$ cat config.mk
export PLATFORM = sky130hd
export DESIGN_NAME = att_mul
export DESIGN_NICKNAME = d
export VERILOG_FILES = /design/src/rtl/att_pkg.sv /design/src/rtl/att_mul.sv
export SDC_FILE = /design/constraint.sdc
export NUM_CORES = 2
export LEC_CHECK = 0
export BUFFER_PORTS_ARGS = -buffer_cell sky130_fd_sc_hd__buf_2
export CORE_ASPECT_RATIO = 0.6
export CORE_MARGIN = 1.5
export CORE_UTILIZATION = 55
export CTS_BUF_LIST = sky130_fd_sc_hd__clkbuf_2
export CTS_CLUSTER_SIZE = 14
export DETAILED_ROUTE_END_ITERATION = 6
export PLACE_DENSITY = 0.72
export SLEW_MARGIN = 20
export SYNTH_ARGS = -nofsm -noshare
export SYNTH_HDL_FRONTEND = slang
export SYNTH_SLANG_ARGS = --single-unit
$ cat constraint.sdc
create_clock -name clk -period 19.6 [get_ports clk]
set_input_delay 0.98 -clock clk [delete_from_list [all_inputs] [get_ports clk]]
set_output_delay 0.98 -clock clk [all_outputs]
set_load 0.01 [all_outputs]
$ cat src/rtl/att_pkg.sv
`timescale 1ns / 1ps
`default_nettype none
package att_pkg;

  localparam int FRAC_BITS = 16;
  localparam int DUR_W     = 24;
  localparam int DVD_W     = 8 + 32 + FRAC_BITS;
  localparam int P_W       = DVD_W + 1;
  localparam int MUL_W     = 33;
  localparam int PROD_W    = 2 * MUL_W;
  localparam int TERM_W    = 41;
  localparam int SUM_W     = 50;

  localparam logic [P_W-1:0]    ONE      = P_W'(1) << FRAC_BITS;
  localparam logic [P_W-1:0]    FMASK    = ONE - P_W'(1);
  localparam logic [TERM_W-1:0] TERM_LIM = TERM_W'(1) << 40;

  localparam logic [1:0] CMD_ADD    = 2'd0;
  localparam logic [1:0] CMD_REMOVE = 2'd1;
  localparam logic [1:0] CMD_TICK   = 2'd2;
  localparam logic [1:0] CMD_LOAD   = 2'd3;

  localparam logic [1:0] KIND_ADD_ACK = 2'd0;
  localparam logic [1:0] KIND_REM_ACK = 2'd1;
  localparam logic [1:0] KIND_FRAME   = 2'd2;
  localparam logic [1:0] KIND_EOT     = 2'd3;

  localparam logic [2:0] TY_BOUNCE     = 3'd2;
  localparam logic [2:0] TY_INFINITE   = 3'd3;
  localparam logic [2:0] TY_INF_BOUNCE = 3'd4;
  localparam logic [2:0] TY_TIMER      = 3'd5;
  localparam logic [2:0] TY_INF_TIMER  = 3'd6;
  localparam logic [2:0] TY_PARAM      = 3'd7;

  typedef struct packed {
    logic [1:0]        cmd;
    logic [31:0]       anim_id;
    logic signed [31:0] start_val;
    logic signed [31:0] end_val;
    logic [23:0]       duration_ms;
    logic [7:0]        cycle_count;
    logic [2:0]        anim_type;
    logic [3:0]        point_index;
    logic signed [31:0] point_value;
    logic [4:0]        point_count;
    logic [31:0]       now_ms;
  } in_word_t;

  typedef struct packed {
    logic [1:0]        kind;
    logic [31:0]       result_id;
    logic signed [31:0] frame_value;
    logic              complete;
    logic              found;
    logic              last;
  } out_word_t;

  function automatic logic [32:0] mag32(input logic [31:0] v);
    logic [32:0] w;
    w = {v[31], v};
    return v[31] ? (33'd0 - w) : w;
  endfunction

  function automatic logic [32:0] mag33(input logic [32:0] v);
    return v[32] ? (33'd0 - v) : v;
  endfunction

endpackage
`default_nettype wire

$ cat src/rtl/att_mul.sv
`timescale 1ns / 1ps
`default_nettype none
module att_mul
  import att_pkg::*;
(
  input  logic              clk,
  input  logic [MUL_W-1:0]  a,
  input  logic [MUL_W-1:0]  b,
  output logic [PROD_W-1:0] p
);

  logic [PROD_W-1:0] p_r;

  always_ff @(posedge clk) begin
    p_r <= PROD_W'(a) * PROD_W'(b);
  end

  assign p = p_r;

endmodule
`default_nettype wire

Word-level counts from Yosys, hierarchy flattened

Cells that the tools add are included.

Input bits: 67
Bits in writable memories: 0
Bits in latches: 0
Flip-flop bits (word level): 66
ROM bits: 0
Memories: 0

Bitwise operators: 0
Eq/ne operators: 0
Add/sub/neg operators: 0
Mux-type cells: 0
$lt $le $gt $ge: 0
Divide/modulo/power cells: 0
Shift operators: 0
Reduce and logical (&&, ||, !) cells: 0
Multipliers: 1

Operator list:

| cell                                           | count |
|---|---|
| 33-bit by 33-bit multiplier with 66-bit output | 1 |

Depth between registers and ports, before layout

Depth after elaboration: 1
Depth in mapped cells: 30
Gate-level depth less buffers: 28

Least setup slack after synthesis

OpenSTA, ideal clock, no wires.

Path type: input -> register
Start point: in b[0]
End point: reg p_r[58], in the netlist p[58]
Required time: 19528 ps
Library setup time: 72 ps
Cell stages on the path: 28
Setup slack: 11516 ps
Arrival time: 8012 ps
Cell sequence: clkbuf_1 > and2_1 > fa_1 > inv_1 > fa_1 > inv_1 > fa_1 > inv_1 > fa_1 > inv_1 > fa_1 > fa_1 > fa_1 > inv_1 > fa_1 > inv_1 > ha_1 > buf_2 > nand2_1 > or4_1 > or3_1 > o22ai_1 > o211a_1 > o21ai_2 > nand3b_4 > o31a_1 > o21ai_2 > xor2_1

Word-level cells in the longest chain between the ends: 1

Ends and longest elaborated chain:

| element                                        | RTL line      | source |
|---|---|---|
| start, declared                                | att_mul.sv:8  | `input logic [MUL_W-1:0] b,` |
| 33-bit by 33-bit multiplier with 66-bit output | att_mul.sv:15 | `p_r <= PROD_W'(a) * PROD_W'(b);` |
| end signal, assigned                           | att_mul.sv:15 |  |
| end, declared                                  | att_mul.sv:12 | `logic [PROD_W-1:0] p_r;` |

Every way passes these cells.

Worst setup path in the final report

Start point: in b[9]
End point: reg p_r[58], in the netlist p[58]

Same word-level chain as after synthesis.

==> flow_summary.json <==
{
  "outcome": "finished clean",
  "grt-ovfl-total": 0,
  "synth_edf_count": 0,
  "ctsLongestPathBuffers": 2,
  "setup.worst_path.start": "b[9]",
  "min-delay-start": "b[0]",
  "setup_tns_ns": 0,
  "cts_tree": "built",
  "die_w_um": 336,
  "fin_util_pct": 57.3,
  "yosys_warnings": 0,
  "dr.pass1.iters": 5,
  "cts-buffers-inserted": 9,
  "wire_per_inst_um": 21.6,
  "post-cts-setup-buffers": 0,
  "ctsHoldBuffers": 0,
  "synth.area.top_cells": "fa_1, inv_1, and2_1, ha_1, nand2_1",
  "synth_async_sr_flop_share_pct": 0,
  "design_area_um2": 37800,
  "synth_area_um2": 36600,
  "routed_wl_um": 106000,
  "area_growth_pct": 3.39,
  "min_period_over_period_pct": 43.7,
  "yosys.area.top_type": "fa_1",
  "required_ns": 20.21,
  "cp_max_fo": 33,
  "fmax_mhz": 117,
  "cap_violations": 0,
  "drc": 0,
  "grt_pass1_vias": 27600,
  "multiInputGateArea_um2": 30600,
  "hold_class": "input pin to flop",
  "worst_slack_ns": 11.03,
  "drt-initial-drc-count": 3000,
  "gp_congestion": 0.994,
  "die-area_um2": 68200,
  "dp_hpwl_um": 85500,
  "grt_pass1_wl_um": 170000,
  "hold_violations": 0,
  "io-pin-count": 133,
  "clk_pin_slew_ns": 0.22,
  "initial_utilization_pct": 55.4,
  "clock-root-buffer": "clkbuf_2",
  "ys_seq_elements": 66,
  "yosysTopAreaCellShare_pct": 52.4,
  "cts_max_level": 3,
  "relSlewSlack_pct": 40.0,
  "synth-seq-area-share_pct": 3.61,
  "post-route-min-period_ns": 8.57,
  "cp_data_arrival_time_ns": 9.17,
  "final_cell_mix": "inv_1, fa_1, and2_1",
  "critPathCaptureType": "flop",
  "syn-num-nets": 5338,
  "ys_types": 57,
  "tightest_slew_ns": 0.900,
  "path_class": "input pin to flop",
  "die_height_um": 203,
  "clock_sinks": 66,
  "syn-instance-count": 4048,
  "n_fill_cell": 5876,
  "postRouteAntennaNets": 0,
  "post_dp_cell_area_um2": 37700,
  "grt_max_degree": 34,
  "rows": 73,
  "slew_violations": 0,
  "holdPathEnd": "p[0]",
  "rsz0062_at_grt": "no",
  "antenna_found_initial": 7,
  "largest_reg_flops": 66,
  "fp.coreArea_um2": 66000,
  "grt_usage_pct": 33.4,
  "setup_viol": 0,
  "drive_gt1_share_pct": 4.25,
  "synth_ff_type": "dfxtp_1",
  "nNetsFinal": 5288,
  "portBuffers": 132,
  "ctsResizeCount": 0,
  "viasPerCell": 5.42,
  "final_common_cell": "inv_1",
  "vias": 26600,
  "start_kind": "input pin",
  "pre_cts_ws_ns": 10.49,
  "postSynthAreaPerCell_um2": 9.04,
  "holdPathStages": 2,
  "ff_latch_area_um2": 1320
}
[synthesized netlist by cell type (3+ instances only)]
master and count:
inv_1 1048, fa_1 958, and2_1 574, nand2_1 567
ha_1 265, clkbuf_1 209, a21oi_1 73, dfxtp_1 66
xnor2_1 41, nor2_1 33, a21o_1 31, xor2_1 24
o21ai_1 23, nand4_1 16, o21ai_0 15, nand3_1 10
o21bai_1 8, and3_1 7, o21a_1 7, a31oi_1 6
nor2b_1 6, a211oi_1 5, and4_1 4, nor3_1 4
a21boi_1 3, o31ai_1 3
[metal layers]
layer / up-vias / wire [um] / global-route usage (%)
li1: 11400 / - / -
met1: 13500 / 47600 / 53.5
met2: 1630 / 37200 / 39.1
met3: 62 / 20100 / 18.0
met4: 4 / 883 / 3.98
met5: - / 28 / 0
[worst max-delay path, stage by stage]
cell	delay, ns
buf_2	0.61
nand2_1	0.17
fa_1	0.54
fa_1	0.54
fa_1	0.50
fa_1	0.56
inv_1	0.06
fa_1	0.85
fa_1	0.53
fa_1	0.50
inv_1	0.05
fa_1	0.48
inv_1	0.04
ha_1	0.37
nand2_1	0.14
or4_1	0.45
or3_1	0.38
o22ai_1	0.30
o211a_1	0.24
o21ai_2	0.08
nand3b_4	0.17
o31a_1	0.32
o21ai_2	0.13
xor2_1	0.15
[cell type report]
cell class,instances,area share [%]
diodes,4,0.0264
clock buffers,9,0.119
clock inverters,6,0.155
inverters,1049,10.4
multi-input cells,2722,80.7
flip-flops and latches,66,3.49
well taps,900,2.98
repair buffers,150,2.10
[kinds of logic after synthesis]
| family | after synthesis | synth area share [%] |
|---|---|---|
| AO/OA/AOI/OAI | 201 | 3.45 |
| adder cells (fa/ha/maj) | 1223 | 61.5 |
| flip-flops | 66 | 3.61 |
| buffers and inverters | 1260 | 12.9 |
| AND/OR/NAND/NOR | 1233 | 17.0 |
| XOR/XNOR | 65 | 1.56 |
[stage by stage]
step / std cells / hold slack (ns)
after floorplan: 4048 / 1.11
after global placement: 4887 / 1.37
after detailed placement: 4887 / 1.37
after CTS: 4902 / 0.798
after global routing: 4906 / 0.834
final: 4906 / 0.857
[how the worst max path moves through the flow]
stage | cells after the start | end
after floorplan | 28 | p[58]
after global placement | 27 | p[58]
after detailed placement | 27 | p[58]
after CTS | 27 | p[58]
after global routing | 26 | p[64]
final | 24 | p[58]
Power is not shown: default switching activity piles up to over one toggle a cycle in this logic, so the estimate is an artifact.
