## config.mk

```make
export PLATFORM = sky130hd
export DESIGN_NAME = att_div
export DESIGN_NICKNAME = d
export VERILOG_FILES = /design/src/rtl/att_pkg.sv /design/src/rtl/att_div.sv
export SDC_FILE = /design/constraint.sdc
export NUM_CORES = 1
export LEC_CHECK = 0
export BUFFER_PORTS_ARGS = -buffer_cell sky130_fd_sc_hd__buf_4
export CORE_MARGIN = 2
export CORE_UTILIZATION = 39
export DETAILED_ROUTE_END_ITERATION = 7
export SLEW_MARGIN = 10
export SYNTH_ARGS = -nofsm -noshare
export SYNTH_HDL_FRONTEND = slang
export SYNTH_SLANG_ARGS = --single-unit
```

## constraint.sdc

```tcl
create_clock -name clk -period 2.7 [get_ports clk]
set_input_delay 0.27 -clock clk [delete_from_list [all_inputs] [get_ports clk]]
set_output_delay 0.27 -clock clk [all_outputs]
set_load 0.01 [all_outputs]
```

## src/rtl/att_pkg.sv

```systemverilog
`timescale 1ns / 1ps
`default_nettype none
package att_pkg;

  localparam int FRAC_BITS = 16;
  localparam int DUR_W     = 24;
  localparam int DVD_W     = 8 + 32 + FRAC_BITS;
  localparam int P_W       = DVD_W + 1;
  localparam int MUL_W     = 33;
  localparam int PROD_W    = 2 * MUL_W;
  localparam int TERM_W    = 41;
  localparam int SUM_W     = 50;

  localparam logic [P_W-1:0]    ONE      = P_W'(1) << FRAC_BITS;
  localparam logic [P_W-1:0]    FMASK    = ONE - P_W'(1);
  localparam logic [TERM_W-1:0] TERM_LIM = TERM_W'(1) << 40;

  localparam logic [1:0] CMD_ADD    = 2'd0;
  localparam logic [1:0] CMD_REMOVE = 2'd1;
  localparam logic [1:0] CMD_TICK   = 2'd2;
  localparam logic [1:0] CMD_LOAD   = 2'd3;

  localparam logic [1:0] KIND_ADD_ACK = 2'd0;
  localparam logic [1:0] KIND_REM_ACK = 2'd1;
  localparam logic [1:0] KIND_FRAME   = 2'd2;
  localparam logic [1:0] KIND_EOT     = 2'd3;

  localparam logic [2:0] TY_BOUNCE     = 3'd2;
  localparam logic [2:0] TY_INFINITE   = 3'd3;
  localparam logic [2:0] TY_INF_BOUNCE = 3'd4;
  localparam logic [2:0] TY_TIMER      = 3'd5;
  localparam logic [2:0] TY_INF_TIMER  = 3'd6;
  localparam logic [2:0] TY_PARAM      = 3'd7;

  typedef struct packed {
    logic [1:0]        cmd;
    logic [31:0]       anim_id;
    logic signed [31:0] start_val;
    logic signed [31:0] end_val;
    logic [23:0]       duration_ms;
    logic [7:0]        cycle_count;
    logic [2:0]        anim_type;
    logic [3:0]        point_index;
    logic signed [31:0] point_value;
    logic [4:0]        point_count;
    logic [31:0]       now_ms;
  } in_word_t;

  typedef struct packed {
    logic [1:0]        kind;
    logic [31:0]       result_id;
    logic signed [31:0] frame_value;
    logic              complete;
    logic              found;
    logic              last;
  } out_word_t;

  function automatic logic [32:0] mag32(input logic [31:0] v);
    logic [32:0] w;
    w = {v[31], v};
    return v[31] ? (33'd0 - w) : w;
  endfunction

  function automatic logic [32:0] mag33(input logic [32:0] v);
    return v[32] ? (33'd0 - v) : v;
  endfunction

endpackage
`default_nettype wire

```

## src/rtl/att_div.sv

```systemverilog
`timescale 1ns / 1ps
`default_nettype none
module att_div
  import att_pkg::*;
(
  input  logic             clk,
  input  logic             rst_n,
  input  logic             start,
  input  logic [DVD_W-1:0] dividend,
  input  logic [DUR_W-1:0] divisor,
  output logic             busy,
  output logic             done,
  output logic [DVD_W-1:0] quotient
);

  localparam int CNT_W = $clog2(DVD_W);

  logic             busy_r;
  logic             done_r;
  logic [CNT_W-1:0] cnt_r;
  logic [DUR_W-1:0] rem_r;
  logic [DUR_W-1:0] dsr_r;
  logic [DVD_W-1:0] quo_r;
  logic [DUR_W:0]   sh;
  logic [DUR_W:0]   diff;
  logic             ge;
  logic [DUR_W-1:0] rem_nxt;

  always_comb begin
    sh      = {rem_r, quo_r[DVD_W-1]};
    diff    = sh - {1'b0, dsr_r};
    ge      = sh >= {1'b0, dsr_r};
    rem_nxt = ge ? diff[DUR_W-1:0] : sh[DUR_W-1:0];
  end

  always_ff @(posedge clk) begin
    if (!rst_n) begin
      busy_r <= 1'b0;
      done_r <= 1'b0;
      cnt_r  <= '0;
    end else begin
      done_r <= 1'b0;
      if (start) begin
        busy_r <= 1'b1;
        cnt_r  <= '0;
        rem_r  <= '0;
        dsr_r  <= divisor;
        quo_r  <= dividend;
      end else if (busy_r) begin
        rem_r <= rem_nxt;
        quo_r <= {quo_r[DVD_W-2:0], ge};
        cnt_r <= cnt_r + CNT_W'(1);
        if (cnt_r == CNT_W'(DVD_W - 1)) begin
          busy_r <= 1'b0;
          done_r <= 1'b1;
        end
      end
    end
  end

  assign busy     = busy_r;
  assign done     = done_r;
  assign quotient = quo_r;

endmodule
`default_nettype wire

```

After elaboration in Yosys (flattened, before gate mapping). Cells that the tools add are included.

$add $sub $neg: 2. Order comparisons: 1. Eq/ne operators: 1. Mux-type cells: 8. Bitwise logic cells: 2. Reduce and logical (&&, ||, !) cells: 5.

Operators by type and width (count): two-way mux 56 bit (2); two-way mux 24 bit (2); greater-or-equal comparator 25 x 24 -> 1 bit (1); subtractor 24 bit (1); adder 6 x 1 -> 6 bit, second input constant (1); equality test 6 bit, second input constant (1); two-way mux 1 bit (4); AND reduction 2 bit (2); OR reduction 3 bit (1); NOT 1 bit (2); nonzero test 2 bit (1); OR reduction 2 bit (1).

Register bits: 112. Input bits: 83. Word-level logic and storage cells: 25.

Longest topological paths before layout.
Word-level depth: 4. Gate-level depth with buffers: 11. Depth with buffers taken out: 10.

Least setup slack after synthesis. Ideal clock, no wire load.

Path kind: reg-to-reg. Start: register busy_r (netlist: busy). End: register quo_r[0] (netlist: quotient[0]), enable pin. Arrival: 2.505 ns. Data required time: 2.255 ns. Path slack: -0.250 ns. Cell stages (with the launch flop): 3. Cell sequence: dfxtp_1 -> clkbuf_1 -> o21a_1.

Cells in the longest elaborated chain, start to end: 2.

Ends and longest elaborated chain: start: declaration (line att_div.sv:18) `logic busy_r;`; start signal: assignment (line att_div.sv:38) `busy_r <= 1'b0;`; start signal: assignment (line att_div.sv:44) `busy_r <= 1'b1;`; start signal: assignment (line att_div.sv:54) `busy_r <= 1'b0;`; nonzero test 2 bit (no source line); AND reduction 2 bit (no source line); end signal: assignment (line att_div.sv:48) `quo_r <= dividend;`; end signal: assignment (line att_div.sv:51) `quo_r <= {quo_r[DVD_W-2:0], ge};`; end: declaration (line att_div.sv:23) `logic [DVD_W-1:0] quo_r;`.

Every way passes these cells. A chain may end at the register's enable or synchronous reset.

Worst setup path in the final report.
Start: register rem_r[20]. End: register rem_r[19], data pin.

Cells in the longest elaborated chain, start to end: 3.

Ends and longest elaborated chain: start: declaration (line att_div.sv:21) `logic [DUR_W-1:0] rem_r;`; start signal: assignment (line att_div.sv:50) `rem_r <= rem_nxt;`; greater-or-equal comparator 25 x 24 -> 1 bit (line att_div.sv:32) `ge = sh >= {1'b0, dsr_r};`; two-way mux 24 bit (line att_div.sv:33) `rem_nxt = ge ? diff[DUR_W-1:0] : sh[DUR_W-1:0];`; two-way mux 24 bit (line att_div.sv:49) `end else if (busy_r) begin`.

Every way passes these cells. The select of a mux whose other input is x is not followed.

==> run metrics <==
leak pwr 3.22 nW; Rel. slew slack 0.654; Initial Util 0.396; post-synthesis cell count 498; post-synth top area cell edfxtp_1; # port buffers 140; crit path capture type flop; Final Total Pwr 4.83 mW; post-DR wirelength/cell 17.4 um; gr usage total 0.184; fin nets roughly 770; worst r2r dst rem_r[19]; period utilisation layout 0.982; Comb pwr share 0.281; crit path max fanout 6; top-area cell type share of the netlist area 0.520; Final Util 0.532; Tmin final 2.65 ns; CP max-delay cell or4_4; vias post-DR ~4500; Avg Cell Area, Syn about 12 um^2; pre-CTS setup slack -0.0633 ns; hold path cells 1; GP Congestion between 0.9 and 1; vias per cell 5.25; DRT antenna net count 0; Detailed Place HPWL 10900 um; sequential share of power 0.445; n_diodes 0; RSZ-0062 raised after global routing true; CTS clk-pin slew, worst paths 0.08 ns; Fin Clk Skew 0.00740 ns; clock share of power 0.274; die area between 0.015 and 0.02 mm^2; Setup violations, final 0; Slowest Stage Delay on Critical Path 0.54 ns; delay-heaviest family, CP simple AND/OR/NAND/NOR gates; Post-DP Area 0.00743 mm^2; final worst slack 0.0491 ns; first-pass GRT wire length between 20000 and 25000 um; die height 128 um; hold path start divisor[3]; Peak VDD IR 419 uV; proportion of layout cells with a drive suffix above 1 0.431; Core Box Area 0.0151 mm^2; ys async rst share 0; row count 45; top-level port count 141; Syn Nets 607; pwr dens 600 mW/mm^2; Peak Freq 377 MHz; Setup Crit Path Kind flop to flop; # hold bufs at CTS 0; status completed; max_cap viols 0; most frequent cells in the layout 173 x buf_4, 104 x edfxtp_1, 56 x mux2_2, 35 x nor2_1, 32 x inv_1; Seq/Total Area, Yosys 0.547; most common cell after layout, fill and taps aside buf_4; Reg-to-Reg Start rem_r[20]; R2R setup slack 0.05 ns; #FFs+latches synth approximately 110; WHS Endpoint dsr_r[3]; GRT Residual Overflow 0; Post-Syn Area 0.00600 mm^2; Critical Path, Cell by Cell ha_4 > nand4_1 > nor3_4 > nand3_2 > a32o_2 > o311a_4 > or4_4 > a21oi_2; Hold WS 0.0820 ns; Clk Latency, worst-skew pair 0.36 ns; initial antenna violation count 0; TritonCTS Buffers 9; initial DRC count 203; worst path bufs/invs 0; fin area 0.00805 mm^2; CTS tree done; Max Buffers Root-to-Sink 2; top_reg_cell synth edfxtp_1; H-tree depth 3; CTS sink count 112; largest net degree at the start of global routing 49; post-synthesis cell type count 58; final wirelength 14900 um; P&R area growth vs syn 34.2%; Final Max Slew Viols 0; Die W 128 um; Arr. time, crit path approximately 2.9 ns; sw frac 0.295; root buf cell clkbuf_16; Syn. warnings 0; worst hold path type input port to flop; critical path required time 2.92 ns; top cells by area, synth edfxtp_1 52%, mux2_2 11%, ha_1 5.2%, dfxtp_1 2.7%, a21oi_1 2.6%; TritonRoute pass-1 iters 4; NetSw roughly 1.4 mW; DR DRC count 0; Worst Reg-to-Reg Cells 8; vias in the first global route 4517; worst slew pin tran between 0.5 and 0.6 ns; EDFF count, synth 104; internal power 3.41 mW; final hold viol count 0; Startpoint Class flop
==> how the worst max path moves through the flow <==
stage | endpoint | cells after the start | from
floorplan | rem_r[20] | 10 | quotient[55]
global placement | rem_r[19] | 8 | rem_r[18]
detailed placement | rem_r[19] | 8 | rem_r[17]
CTS | rem_r[19] | 8 | rem_r[20]
global route | rem_r[19] | 8 | rem_r[17]
finish | rem_r[19] | 8 | rem_r[20]
==> kinds of logic after synthesis <==
| group | Yosys count | synth area share |
|---|---|---|
| adder cells (fa/ha/maj) | 26 | 0.0555 |
| AO/OA/AOI/OAI | 99 | 0.108 |
| AND/OR/NAND/NOR | 121 | 0.102 |
| XOR/XNOR | 18 | 0.0263 |
| multiplexers | 67 | 0.123 |
| flip-flops | 112 | 0.547 |
| buffers and inverters | 55 | 0.0373 |
==> layout make-up <==
cell class,count,area [um^2]
clock inverters,7,65.1
clock buffers,9,225
well taps,188,235
multi-input cells,331,2770
repair buffers,177,1350
inverters,32,120
fillers,1335,7090
flip-flops and latches,112,3280
==> state kept, by name, indices dropped and copies added, names as in the netlist <==
name      flops
busy          1
quotient     56
cnt_r         6
done          1
rem_r        24
dsr_r        24
==> worst reg2reg max path, stage by stage, from the launching register on <==
cell	delay, ns
edfxtp_1	0.47
ha_4	0.33
nand4_1	0.19
nor3_4	0.27
nand3_2	0.10
a32o_2	0.32
o311a_4	0.15
or4_4	0.55
a21oi_2	0.13
==> per-stage QoR <==
| step | setup TNS (ns) | std cells |
|---|---|---|
| 6_report | 0 | 856 |
| 4_1_cts | 0 | 848 |
| 5_1_grt | -0.0655 | 856 |
| 2_1_floorplan | 0 | 498 |
| 3_5_place_dp | -0.0633 | 832 |
| 3_3_place_gp | 0 | 832 |
==> synthesized netlist by cell type, types with 10 or more instances <==
cell	count
a21oi_1	31
buf_2	10
edfxtp_1	104
ha_1	25
inv_1	32
mux2_2	56
mux2i_1	11
nand2_1	29
nor2_1	36
o21ai_0	20
xnor2_1	11
==> power by group through the flow <==
stage	clock network (mW)	registers, mW	logic, mW
final	1.32	2.15	1.36
after detailed placement	0	2.17	1.22
after floorplan	0	2.18	0.753
after CTS	1.38	2.14	1.24
after global placement	0	2.17	1.21
after global routing	1.43	2.17	1.49
==> timing repair <==
item,in CTS,in global routing
gates resized for setup,6,38
setup endpoints to repair,1,18
setup buffers,0,8
pin swaps,0,8
==> metal layers <==
metal	global-route usage	share of wire	wire length, um	up-vias
met3	0.0751	0.088	1310	15
met1	0.231	0.43	6420	2151
met5	0	0	0	-
li1	-	-	-	2182
met4	0.0588	0.016	233	0
met2	0.290	0.47	6940	148
Note: power is estimated with default switching activity, not from simulation.
